===== src/hdl/ctd_pkg.sv =====
// Shared types and constants for the chunked transfer decoder.
package ctd_pkg;

  localparam int SIZE_BITS  = 32;
  localparam int MAX_DIGITS = SIZE_BITS / 4;
  localparam int DC_W       = 4;
  localparam int TOTAL_W    = 32;

  localparam int FIFO_DEPTH = 4;
  localparam int FIFO_AW    = 2;
  localparam int FIFO_CW    = FIFO_AW + 1;

  localparam logic [1:0] KIND_PAYLOAD = 2'd0;
  localparam logic [1:0] KIND_END     = 2'd1;
  localparam logic [1:0] KIND_ERROR   = 2'd2;
  localparam logic [1:0] KIND_TRAILER = 2'd3;

  localparam logic [7:0] CH_CR = 8'h0d;
  localparam logic [7:0] CH_LF = 8'h0a;

  typedef struct packed {
    logic [7:0] data;
    logic       is_cr;
    logic       is_lf;
    logic       is_hex;
    logic [3:0] hex_val;
  } ctd_item_t;

endpackage


===== src/hdl/ctd_front.sv =====
// Front end: takes input beats and classifies each byte for the back end.
module ctd_front (
  input  logic                in_tvalid,
  output logic                in_tready,
  input  logic [7:0]          in_tdata,
  input  logic                q_full,
  output logic                q_push,
  output ctd_pkg::ctd_item_t  q_item
);
  import ctd_pkg::*;

  function automatic logic [4:0] hex_decode(input logic [7:0] c);
    logic [4:0] r;
    r = 5'h10;
    if (c >= 8'h30 && c <= 8'h39) r = {1'b0, 4'(c - 8'h30)};
    else if (c >= 8'h61 && c <= 8'h66) r = {1'b0, 4'(c - 8'h57)};
    else if (c >= 8'h41 && c <= 8'h46) r = {1'b0, 4'(c - 8'h37)};
    return r;
  endfunction

  logic [4:0] hx;

  always_comb begin
    hx             = hex_decode(in_tdata);
    q_item.data    = in_tdata;
    q_item.is_cr   = (in_tdata == CH_CR);
    q_item.is_lf   = (in_tdata == CH_LF);
    q_item.is_hex  = ~hx[4];
    q_item.hex_val = hx[3:0];
  end

  assign in_tready = ~q_full;
  assign q_push    = in_tvalid & ~q_full;

endmodule


===== src/hdl/ctd_fifo.sv =====
// Short queue of classified bytes between front and back end.
module ctd_fifo (
  input  logic                clk,
  input  logic                rst_n,
  input  logic                push,
  input  ctd_pkg::ctd_item_t  push_item,
  output logic                full,
  input  logic                pop,
  output logic                not_empty,
  output ctd_pkg::ctd_item_t  pop_item
);
  import ctd_pkg::*;

  ctd_item_t            mem_r [FIFO_DEPTH];
  logic [FIFO_AW-1:0]   wr_ptr_r, wr_ptr_nxt;
  logic [FIFO_AW-1:0]   rd_ptr_r, rd_ptr_nxt;
  logic [FIFO_CW-1:0]   count_r, count_nxt;

  assign full      = (count_r == FIFO_CW'(FIFO_DEPTH));
  assign not_empty = (count_r != '0);
  assign pop_item  = mem_r[rd_ptr_r];

  always_comb begin
    wr_ptr_nxt = push ? wr_ptr_r + 1'b1 : wr_ptr_r;
    rd_ptr_nxt = pop  ? rd_ptr_r + 1'b1 : rd_ptr_r;
    count_nxt  = count_r + FIFO_CW'(push) - FIFO_CW'(pop);
  end

  always_ff @(posedge clk) begin
    if (push) begin
      mem_r[wr_ptr_r] <= push_item;
    end
  end

  always_ff @(posedge clk) begin
    if (!rst_n) begin
      wr_ptr_r <= '0;
      rd_ptr_r <= '0;
      count_r  <= '0;
    end else begin
      wr_ptr_r <= wr_ptr_nxt;
      rd_ptr_r <= rd_ptr_nxt;
      count_r  <= count_nxt;
    end
  end

endmodule


===== src/hdl/ctd_back.sv =====
// Back end: chunk framing state machine and output register.
module ctd_back (
  input  logic                clk,
  input  logic                rst_n,
  input  logic                q_valid,
  input  ctd_pkg::ctd_item_t  q_item,
  output logic                q_pop,
  output logic                out_tvalid,
  input  logic                out_tready,
  output logic [39:0]         out_tdata,
  output logic [1:0]          out_tuser
);
  import ctd_pkg::*;

  localparam logic [2:0] PH_BEGIN = 3'd0;
  localparam logic [2:0] PH_FCR   = 3'd1;
  localparam logic [2:0] PH_FLF   = 3'd2;
  localparam logic [2:0] PH_DATA  = 3'd3;
  localparam logic [2:0] PH_SCR   = 3'd4;
  localparam logic [2:0] PH_SLF   = 3'd5;

  logic [2:0]           phase_r, phase_nxt;
  logic [SIZE_BITS-1:0] size_accum_r, size_accum_nxt;
  logic                 closed_r, closed_nxt;
  logic [DC_W-1:0]      digit_count_r, digit_count_nxt;
  logic [31:0]          bytes_left_r, bytes_left_nxt;
  logic                 last_chunk_r, last_chunk_nxt;
  logic                 in_trailer_r, in_trailer_nxt;
  logic                 finished_r, finished_nxt;
  logic [TOTAL_W-1:0]   total_r, total_nxt;

  logic                 out_valid_r;
  logic [1:0]           out_kind_r;
  logic [7:0]           out_byte_r;
  logic [TOTAL_W-1:0]   out_total_r;

  logic                 res_valid;
  logic [1:0]           res_kind;
  logic [7:0]           res_byte;
  logic                 go;
  logic [2:0]           ph;
  logic [TOTAL_W:0]     sum;

  assign q_pop = q_valid & (~out_valid_r | out_tready);

  always_comb begin
    phase_nxt       = phase_r;
    size_accum_nxt  = size_accum_r;
    closed_nxt      = closed_r;
    digit_count_nxt = digit_count_r;
    bytes_left_nxt  = bytes_left_r;
    last_chunk_nxt  = last_chunk_r;
    in_trailer_nxt  = in_trailer_r;
    finished_nxt    = finished_r;
    total_nxt       = total_r;
    res_valid       = 1'b0;
    res_kind        = KIND_PAYLOAD;
    res_byte        = 8'd0;
    go              = 1'b0;
    ph              = phase_r;
    sum             = {1'b0, total_r} + {1'b0, TOTAL_W'(size_accum_r)};

    if (finished_r) begin
      go = 1'b0;
    end else if (in_trailer_r) begin
      res_valid = 1'b1;
      res_kind  = KIND_TRAILER;
      res_byte  = q_item.data;
    end else if (bytes_left_r != '0) begin
      bytes_left_nxt = bytes_left_r - 32'd1;
      res_valid      = 1'b1;
      res_kind       = KIND_PAYLOAD;
      res_byte       = q_item.data;
    end else begin
      go = 1'b1;
      if (phase_r == PH_FLF) begin
        if (digit_count_r == '0 || digit_count_r > DC_W'(MAX_DIGITS)) begin
          finished_nxt = 1'b1;
          res_valid    = 1'b1;
          res_kind     = KIND_ERROR;
          go           = 1'b0;
        end else if (size_accum_r != '0) begin
          total_nxt       = sum[TOTAL_W] ? '1 : sum[TOTAL_W-1:0];
          bytes_left_nxt  = 32'(size_accum_r) - 32'd1;
          size_accum_nxt  = '0;
          closed_nxt      = 1'b0;
          digit_count_nxt = '0;
          ph              = PH_DATA;
          res_valid       = 1'b1;
          res_kind        = KIND_PAYLOAD;
          res_byte        = q_item.data;
          go              = 1'b0;
        end else begin
          last_chunk_nxt = 1'b1;
          ph             = PH_DATA;
          if (!q_item.is_cr && !q_item.is_lf) begin
            in_trailer_nxt = 1'b1;
            res_valid      = 1'b1;
            res_kind       = KIND_TRAILER;
            res_byte       = q_item.data;
            go             = 1'b0;
          end
        end
      end
      if (go) begin
        if (ph == PH_SLF) ph = PH_BEGIN;
        if (q_item.is_cr) begin
          ph = (ph == PH_DATA) ? PH_SCR : PH_FCR;
        end else if (q_item.is_lf) begin
          if (ph == PH_SCR) begin
            ph = PH_SLF;
            if (last_chunk_nxt) begin
              finished_nxt = 1'b1;
              res_valid    = 1'b1;
              res_kind     = KIND_END;
            end
          end else begin
            ph = PH_FLF;
          end
        end else if (!closed_r) begin
          if (q_item.is_hex) begin
            if (digit_count_r < DC_W'(MAX_DIGITS)) begin
              size_accum_nxt  = {size_accum_r[SIZE_BITS-5:0], q_item.hex_val};
              digit_count_nxt = digit_count_r + 1'b1;
            end else begin
              digit_count_nxt = DC_W'(MAX_DIGITS + 1);
            end
          end else begin
            closed_nxt = 1'b1;
          end
        end
      end
    end
    phase_nxt = ph;
  end

  always_ff @(posedge clk) begin
    if (!rst_n) begin
      phase_r       <= PH_BEGIN;
      size_accum_r  <= '0;
      closed_r      <= 1'b0;
      digit_count_r <= '0;
      bytes_left_r  <= '0;
      last_chunk_r  <= 1'b0;
      in_trailer_r  <= 1'b0;
      finished_r    <= 1'b0;
      total_r       <= '0;
      out_valid_r   <= 1'b0;
    end else begin
      if (q_pop) begin
        phase_r       <= phase_nxt;
        size_accum_r  <= size_accum_nxt;
        closed_r      <= closed_nxt;
        digit_count_r <= digit_count_nxt;
        bytes_left_r  <= bytes_left_nxt;
        last_chunk_r  <= last_chunk_nxt;
        in_trailer_r  <= in_trailer_nxt;
        finished_r    <= finished_nxt;
        total_r       <= total_nxt;
        out_valid_r   <= res_valid;
      end else if (out_tready) begin
        out_valid_r   <= 1'b0;
      end
    end
  end

  always_ff @(posedge clk) begin
    if (q_pop && res_valid) begin
      out_kind_r  <= res_kind;
      out_byte_r  <= res_byte;
      out_total_r <= total_nxt;
    end
  end

  assign out_tvalid = out_valid_r;
  assign out_tdata  = {out_total_r, out_byte_r};
  assign out_tuser  = out_kind_r;

  a_finished_sticky: assert property (@(posedge clk) disable iff (!rst_n)
    finished_r |=> finished_r)
    else $error("finished flag cleared");

  a_trailer_not_finished: assert property (@(posedge clk) disable iff (!rst_n)
    in_trailer_r |-> !finished_r)
    else $error("trailer and finished both set");

  a_payload_in_data: assert property (@(posedge clk) disable iff (!rst_n)
    (bytes_left_r != '0) |-> (phase_r == PH_DATA))
    else $error("payload countdown outside data phase");

  a_digit_bound: assert property (@(posedge clk) disable iff (!rst_n)
    digit_count_r <= DC_W'(MAX_DIGITS + 1))
    else $error("digit count out of range");

endmodule


===== src/hdl/chunked_transfer_decoder.sv =====
// Chunked transfer decoder top level: one body byte in, zero or one result out.
//
// Accepts one raw byte of a chunk-encoded body per cycle unless the queue is
// full, and removes the framing. Results are payload bytes, trailer bytes, a
// message end and a framing error, each with the running total of announced
// chunk sizes. Throughput is one byte per cycle, set by the framing state
// machine in the back end, which consumes one queued byte per cycle while its
// output register is empty or being read. A four-entry queue between the
// byte classifier and the state machine keeps input accepted while a result
// waits. After a message end or framing error all bytes are dropped until reset.
module chunked_transfer_decoder (
  input  logic        clk,
  input  logic        rst_n,
  input  logic        in_tvalid,
  output logic        in_tready,
  input  logic [7:0]  in_tdata,   // [7:0] in_byte
  output logic        out_tvalid,
  input  logic        out_tready,
  output logic [39:0] out_tdata,  // [7:0] out_byte, [39:8] total_len
  output logic [1:0]  out_tuser   // [1:0] kind
);
  import ctd_pkg::*;

  ctd_item_t push_item;
  ctd_item_t pop_item;
  logic      q_full;
  logic      q_push;
  logic      q_pop;
  logic      q_valid;

  ctd_front u_front (
    .in_tvalid (in_tvalid),
    .in_tready (in_tready),
    .in_tdata  (in_tdata),
    .q_full    (q_full),
    .q_push    (q_push),
    .q_item    (push_item)
  );

  ctd_fifo u_fifo (
    .clk       (clk),
    .rst_n     (rst_n),
    .push      (q_push),
    .push_item (push_item),
    .full      (q_full),
    .pop       (q_pop),
    .not_empty (q_valid),
    .pop_item  (pop_item)
  );

  ctd_back u_back (
    .clk        (clk),
    .rst_n      (rst_n),
    .q_valid    (q_valid),
    .q_item     (pop_item),
    .q_pop      (q_pop),
    .out_tvalid (out_tvalid),
    .out_tready (out_tready),
    .out_tdata  (out_tdata),
    .out_tuser  (out_tuser)
  );

endmodule

===== config.mk =====
export PLATFORM = sky130hd
export DESIGN_NAME = chunked_transfer_decoder
export DESIGN_NICKNAME = d
export VERILOG_FILES = /design/src/hdl/ctd_pkg.sv /design/src/hdl/ctd_front.sv /design/src/hdl/ctd_fifo.sv /design/src/hdl/ctd_back.sv /design/src/hdl/chunked_transfer_decoder.sv
export SDC_FILE = /design/constraint.sdc
export NUM_CORES = 1
export LEC_CHECK = 0
export BUFFER_PORTS_ARGS = -buffer_cell sky130_fd_sc_hd__buf_4
export CORE_AREA = 4 4 166 168
export DETAILED_ROUTE_END_ITERATION = 8
export DIE_AREA = 0 0 170 172
export PLACE_DENSITY = 0.72
export SYNTH_ARGS = -nofsm -noshare
export SYNTH_HDL_FRONTEND = slang
export SYNTH_SLANG_ARGS = --single-unit

===== constraint.sdc =====
create_clock -name clk -period 3.85 [get_ports clk]
set_input_delay 0.385 -clock clk [delete_from_list [all_inputs] [get_ports clk]]
set_output_delay 0.385 -clock clk [all_outputs]
set_load 0.02 [all_outputs]

==> run_results.csv, run 1 <==
group,metric,value,unit
status,outcome,"finished clean",
floorplan,die-area,29200,µm²
synth,synth_cells,1177,
global_route,grt_max_degree,59,
cts,clkTransAtPathRegs,0.06,ns
layout,nets,1287,
global_route,antenna_found_initial,0,
power_and_ir_drop,total_power,0.00927,W
setup_path,arrival,4.05,ns
placement,hpwl,19.8,mm
setup_path,cp_slowest_stage_delay,0.73,ns
cts,cts_hold_buf,0,
drt,post-route-drc-count,0,
synth,syn_area,11400,µm²
synth,ys_seq_area_share,47.5,%
synth,async_flop_share,0,%
floorplan,initial_core_util,44.0,%
global_route,grt_pass1_wl,46.7,mm
setup_path,worstSetupPathType,"flop to flop",
placement,gp_congestion,0.893,
sta,fin_tns_setup,0,ns
synth,synth_edf_count,102,
floorplan,ios,56,
global_route,overflow,0,
synth,ys_ff_latch,219,
drt,finalWirelength,28.4,mm
setup_path,crit_required,4.25,ns
cts,post_cts_buffers,0,
drt,drt-initial-drc-count,540,
synth,avgSynthCellArea,9.68,µm²
cts,tritoncts,"yes",
setup_path,cp_max_fo,8,
sta,relSlewSlack,44.7,%
synth,synth-main-ff-cell,"dfxtp_1",
cts,numCtsBuffers,23,
sta,fin_crit,3.65,ns
drt,wire_per_inst,18.0,µm
floorplan,coreArea,25900,µm²
cts,cts_sinks,219,
layout,area_growth,14.2,%
worst_hold_path,hold_path.class,"input port to flop",
floorplan,die_y,172,µm
global_route,first_global_vias,9073,
floorplan,die_width,170,µm
drt,routed-via-count,9404,
power_and_ir_drop,ir_worst_vdd,0.504,mV
synth,synth_nets,1236,
cts,root_buffer,"clkbuf_16",
sta,max_freq,274,MHz
floorplan,std_cell_rows,59,
sta,rsz0062_at_grt,"no",
sta,setup_viol,0,
sta,hold_viol,0,
cts,clkLatencyLatePin,0.52,ns
layout,antennaDiodeCount,0,
drt,detail-route-antenna-nets,0,
sta,fin_crit_sh,94.7,%
job,drv_cap,0,
drt,first_pass_iters,7,
cts,cts_max_path_buffers,3,
sta,slew_violations,0,
setup_path,slowest_stage,"or4_1",
setup_path,start_kind,"flop",
cts,htreeDepth,1,
synth,yosys_warnings,0,
drt,post_drt_via_cell_ratio,5.96,
layout,layout-drive-gt1-share,13.1,%
sta,skew,0.0138,ns
sta,tightest_slew,0.829,ns
setup_path,crit_chain,"or3_4 -> or4_1 -> or4_1 -> o41ai_4 -> nand3_2 -> nor4_4 -> nand3_2 -> mux2i_1 -> a311o_1",
setup_path,crit_path_end_kind,"flop",
synth,ys_types,76,
power_and_ir_drop,power.density,713,nW/µm²
power_and_ir_drop,p_leak,5.00,nW
global_route,track_usage,19.3,%
placement,port_buffers,55,
==> Yosys cell counts, types with 5 or more instances <==
cell,instances,area (µm²)
xnor2_1,19,166
a22o_1,13,114
nor4_1,15,93.8
a21oi_1,76,380
nand4_1,13,81.3
o21ai_1,39,195
nor3_1,25,125
nand2_1,95,357
dfxtp_1,117,2340
a21o_1,21,158
o21ai_0,60,300
or3_1,13,81.3
xor2_1,14,123
a211oi_1,30,225
nand3_1,16,80.1
clkbuf_1,50,188
mux4_2,15,338
a22oi_1,29,218
buf_2,7,35.0
a31oi_1,19,119
o211ai_1,5,37.5
inv_1,22,82.6
o221a_2,6,67.6
nor2_1,156,586
edfxtp_1,102,3060
buf_1,7,26.3
nand3b_1,5,37.5
nand2b_1,9,56.3
or4_1,7,52.6
and3_1,13,81.3
a2111o_1,6,67.6
ha_1,45,563
o21a_1,7,52.6
and2_1,8,50.1
o22a_1,5,43.8
nor2b_1,11,68.8
==> metrics by stage <==
step           cell area [µm²]  setup WS, ns  hold WS (ns)  std cells  util, %
3_5_place_dp             12300         0.221         0.472       1538     47.5
2_1_floorplan            11400        0.0237         0.440       1177        -
5_1_grt                  13000        0.0112        0.0860       1579     50.2
4_1_cts                  13000         0.212        0.0797       1579     50.2
3_3_place_gp             12300         0.285         0.459       1538     47.5
6_report                 13000         0.203        0.0957       1579     50.2
==> final timing paths <==
check	from	endpoint	slack, ns	cells past startpoint
setup / recovery	u_back.bytes_left_r[24]	u_back.bytes_left_r[26]	0.20	9
hold / removal	in_tdata[5]	u_fifo.mem_r[3][12]	0.1	1
setup reg to reg	u_back.bytes_left_r[24]	u_back.bytes_left_r[26]	0.20	9
hold reg to reg	u_back.bytes_left_r[28]	u_back.bytes_left_r[28]	0.48	2
==> metal layers <==
layer  part of all wire [%]  global-route usage [%]
met4                    3.2                    5.83
met2                     48                    33.8
met3                    5.7                    3.54
met1                     43                    24.4
met5                      0                       0
==> power breakdown <==
| group | switching (W) | internal (W) | leakage [nW] |
|---|---|---|---|
| combinational | 0.00245 | 0.00143 | 2.73 |
| clock | 0.000900 | 0.00121 | 0.341 |
| sequential | 0.000246 | 0.00303 | 1.93 |
==> state kept, by name, summed over array words and instances (netlist names), 4 cells and up, named ones only <==
register / count
u_fifo.mem_r: 60
u_back.size_accum_r: 32
u_back.bytes_left_r: 32
u_back.out_total_r: 32
u_back.out_byte_r: 8
u_back.digit_count_r: 4
u_back.total_r: 32
==> cell type report <==
cell class,instances,area (µm²)
Fill cell,2367,12900
Multi-Input combinational cell,870,5690
Sequential cell,219,5410
Timing Repair Buffer,90,704
Clock buffer,34,637
Tap cell,335,419
Inverter,24,90.1
Clock inverter,7,65.1
==> worst max-delay path: cells and delay by family (launching register included) <==
| kind | cells | cell delay, ns |
|---|---|---|
| compound gates | 2 | 0.73 |
| flops | 1 | 0.34 |
| mux | 1 | 0.13 |
| simple gates | 6 | 2.32 |
==> cells by family (layout without fill, tap and decap cells) <==
group / count (synthesis) / after routing / synth area share [%]
compound gates: 361 / 361 / 21.1
simple gates: 408 / 408 / 17.1
fa+ha+maj: 47 / 47 / 5.30
flops: 219 / 219 / 47.5
buf+inv: 88 / 155 / 2.98
mux: 21 / 21 / 3.52
xor+xnor: 33 / 33 / 2.54
==> repair_timing <==
action | in CTS | in global routing
setup endpoints to repair | 0 | 3
hold endpoints to repair | 0 | 0
gates resized for setup | 0 | 1
==> cell usage in the layout, fill, tap and decap left out, types with 16 or more instances in the layout <==
| master | n |
|---|---|
| o21ai_0 | 60 |
| inv_1 | 22 |
| dfxtp_1 | 117 |
| a21oi_1 | 76 |
| ha_1 | 45 |
| buf_4 | 87 |
| o21ai_1 | 39 |
| a211oi_1 | 30 |
| xnor2_1 | 19 |
| a21o_1 | 21 |
| a22oi_1 | 29 |
| edfxtp_1 | 102 |
| a31oi_1 | 19 |
| nand3_1 | 16 |
| nor2_1 | 155 |
| nand2_1 | 95 |
| clkbuf_16 | 23 |
| nor3_1 | 24 |
Note: power is estimated with default switching activity, not from simulation.
==> inputs of run 2 (changes only) <==
--- a/config.mk
+++ b/config.mk
@@ -9,6 +9,7 @@
 export CORE_AREA = 4 4 166 168
 export DETAILED_ROUTE_END_ITERATION = 8
 export DIE_AREA = 0 0 170 172
+export GPL_TIMING_DRIVEN = 0
 export PLACE_DENSITY = 0.72
 export SYNTH_ARGS = -nofsm -noshare
 export SYNTH_HDL_FRONTEND = slang
==> run_results.csv, run 2 (same netlist as run 1, synthesis figures left out) <==
group,metric,value,unit
status,outcome,"finished clean",
global_route,grt_max_degree,31,
sta,relSlewSlack,30.3,%
worst_hold_path,holdPathEnd,"u_fifo.mem_r[1][12]",
setup_path,arrival,4.16,ns
layout,largest_reg_flops,60,
sta,setup_viol,0,
sta,hold_viol,0,
worst_hold_path,hold_path.class,"input port to flop",
layout,final_util,51.7,%
layout,area_growth,17.6,%
layout,fill_cells,2283,
layout,layout-drive-gt1-share,14.6,%
layout,nets,1333,
drt,post_drt_via_cell_ratio,6.04,
placement,dp_cells,1567,
setup_path,cp_slowest_stage_delay,0.43,ns
sta,holdWs,0.101,ns
sta,max_freq,264,MHz
drt,post-route-drc-count,0,
setup_path,crit_chain,"or3_4 -> or4_4 -> buf_6 -> nor4_4 -> clkbuf_8 -> clkbuf_16 -> clkbuf_16 -> a21oi_1 -> ha_2 -> nand2b_4 -> nor3_2 -> nand3_2 -> a2111oi_4 -> nand3_2 -> nor4_4 -> buf_4 -> mux2_1 -> a22oi_2 -> nor2_1",
drt,first_pass_iters,6,
setup_path,cp_max_fo,10,
cts,tritoncts,"yes",
power_and_ir_drop,ir_worst_vdd,0.622,mV
worst_hold_path,whs_path_depth,1,
drt,drt-initial-drc-count,900,
setup_path,slowest_stage,"or4_4",
layout,fin_cells,1626,
layout,antennaDiodeCount,0,
job,drv_cap,0,
floorplan,coreArea,25900,µm²
layout,design_area,13400,µm²
setup_path,crit_required,4.22,ns
global_route,antenna_found_initial,0,
floorplan,std_cell_rows,59,
drt,routed-via-count,9818,
placement,hpwl,22.1,mm
sta,skew,0.0134,ns
cts,clkTransAtPathRegs,0.06,ns
cts,clkLatencyLatePin,0.52,ns
cts,htreeDepth,1,
setup_path,worst_r2r_endpoint,"u_back.bytes_left_r[24]",
setup_path,worstSetupPathType,"flop to flop",
layout,final_common_cell,"nor2_1",
sta,fin_tns_setup,0,ns
power_and_ir_drop,power.density,762,nW/µm²
setup_path,start_kind,"flop",
sta,slew_violations,0,
placement,port_buffers,54,
sta,fin_crit,3.79,ns
cts,root_buffer,"clkbuf_16",
layout,top_register,"u_fifo.mem_r",
floorplan,die_width,170,µm
drt,wire_per_inst,19.4,µm
floorplan,ios,56,
sta,rsz0062_at_grt,"yes",
sta,tightest_slew,1.04,ns
floorplan,die-area,29200,µm²
drt,finalWirelength,31.5,mm
global_route,overflow,0,
drt,detail-route-antenna-nets,0,
global_route,grt_pass1_wl,49.8,mm
placement,gp_congestion,0.940,
setup_path,crit_path_end_kind,"flop",
global_route,first_global_vias,9301,
power_and_ir_drop,p_leak,5.12,nW
floorplan,die_y,172,µm
cts,cts_hold_buf,0,
setup_path,reg2reg_depth,19,
cts,cts_max_path_buffers,3,
layout,layout_common_cells,"nor2_1 (155), dfxtp_1 (111), edfxtp_1 (102), nand2_1 (95), a21oi_1 (75)",
setup_path,reg2reg_setup_slack,0.06,ns
cts,cts_sinks,219,
cts,numCtsBuffers,23,
floorplan,initial_core_util,44.0,%
worst_hold_path,min_from,"in_tdata[5]",
setup_path,r2r_start,"u_back.bytes_left_r[25]",
sta,fin_crit_sh,98.5,%
global_route,track_usage,21.1,%
placement,place_area,12300,µm²
## run 2: cell types whose count changed in the layout (fill, tap and decap cells not counted), moves of 3 or more
cell / delta
nor4_1: -4
clkbuf_4: +3
clkbuf_2: +7
buf_4: -15
buf_1: +5
dfxtp_1: -6
dfxtp_2: +6
clkbuf_1: +37
buf_2: +3
clkbuf_16: +3
nor4_4: +3
## run 2: worst max path at each step
stage                              end  cells past startpoint                    start  slack, ns
2_1_floorplan  u_back.bytes_left_r[26]                     18  u_back.bytes_left_r[12]       0.02
3_3_place_gp   u_back.bytes_left_r[24]                     17   u_back.bytes_left_r[5]      -0.98
3_5_place_dp   u_back.bytes_left_r[24]                     17   u_back.bytes_left_r[5]      -1.06
4_1_cts        u_back.bytes_left_r[24]                     19  u_back.bytes_left_r[24]      -0.04
5_1_grt        u_back.bytes_left_r[24]                     19  u_back.bytes_left_r[25]      -0.08
6_report       u_back.bytes_left_r[24]                     19  u_back.bytes_left_r[25]       0.06
## run 2: worst max-delay path: cells and delay by family (launching register included)
kind | cells | cell delay (ns)
AO/OA/AOI/OAI | 3 | 0.26
flip-flops | 1 | 0.34
adder cells (fa/ha/maj) | 1 | 0.23
multiplexers | 1 | 0.32
buffers and inverters | 5 | 0.85
AND/OR/NAND/NOR | 9 | 1.62
## run 2: where the power goes
group / switching (W) / leakage (nW) / internal (W)
Combinational: 0.00280 / 2.82 / 0.00184
Sequential: 0.000264 / 1.94 / 0.00303
Clock: 0.000924 / 0.371 / 0.00135
## run 2: routing by layer
layer  part of all wire [%]  global-route usage, %  wire length (µm)
met3                    7.6                   4.18              2410
met5                      0                      0                 0
met1                     42                   27.5             13200
met2                     47                   35.4             14900
met4                    3.0                   6.77               930
## run 2: cell type report
type | count | area (µm²) | share of cell area (%)
flip-flops and latches | 219 | 5410 | 40.4
well taps | 335 | 419 | 3.13
clock buffers | 33 | 633 | 4.73
multi-input cells | 870 | 5790 | 43.2
repair buffers | 73 | 561 | 4.18
clock inverters | 9 | 128 | 0.953
plain buffers | 63 | 363 | 2.71
inverters | 24 | 90.1 | 0.673
## run 2: repair_timing
| action | 4_1_cts | 5_1_grt |
|---|---|---|
| pin swaps | 5 | 6 |
| resized for setup | 28 | 36 |
| endpoints found under the setup margin | 69 | 106 |
| cloned | 0 | 0 |
| setup buffers | 9 | 9 |
## run 2: through the flow
stage / setup WS [ns] / total power (W)
after CTS: -0.0442 / 0.00992
final: 0.0596 / 0.0102
after global routing: -0.0795 / 0.0107
after floorplan: 0.0237 / 0.00596
after detailed placement: -1.06 / 0.00726
after global placement: -0.980 / 0.00717
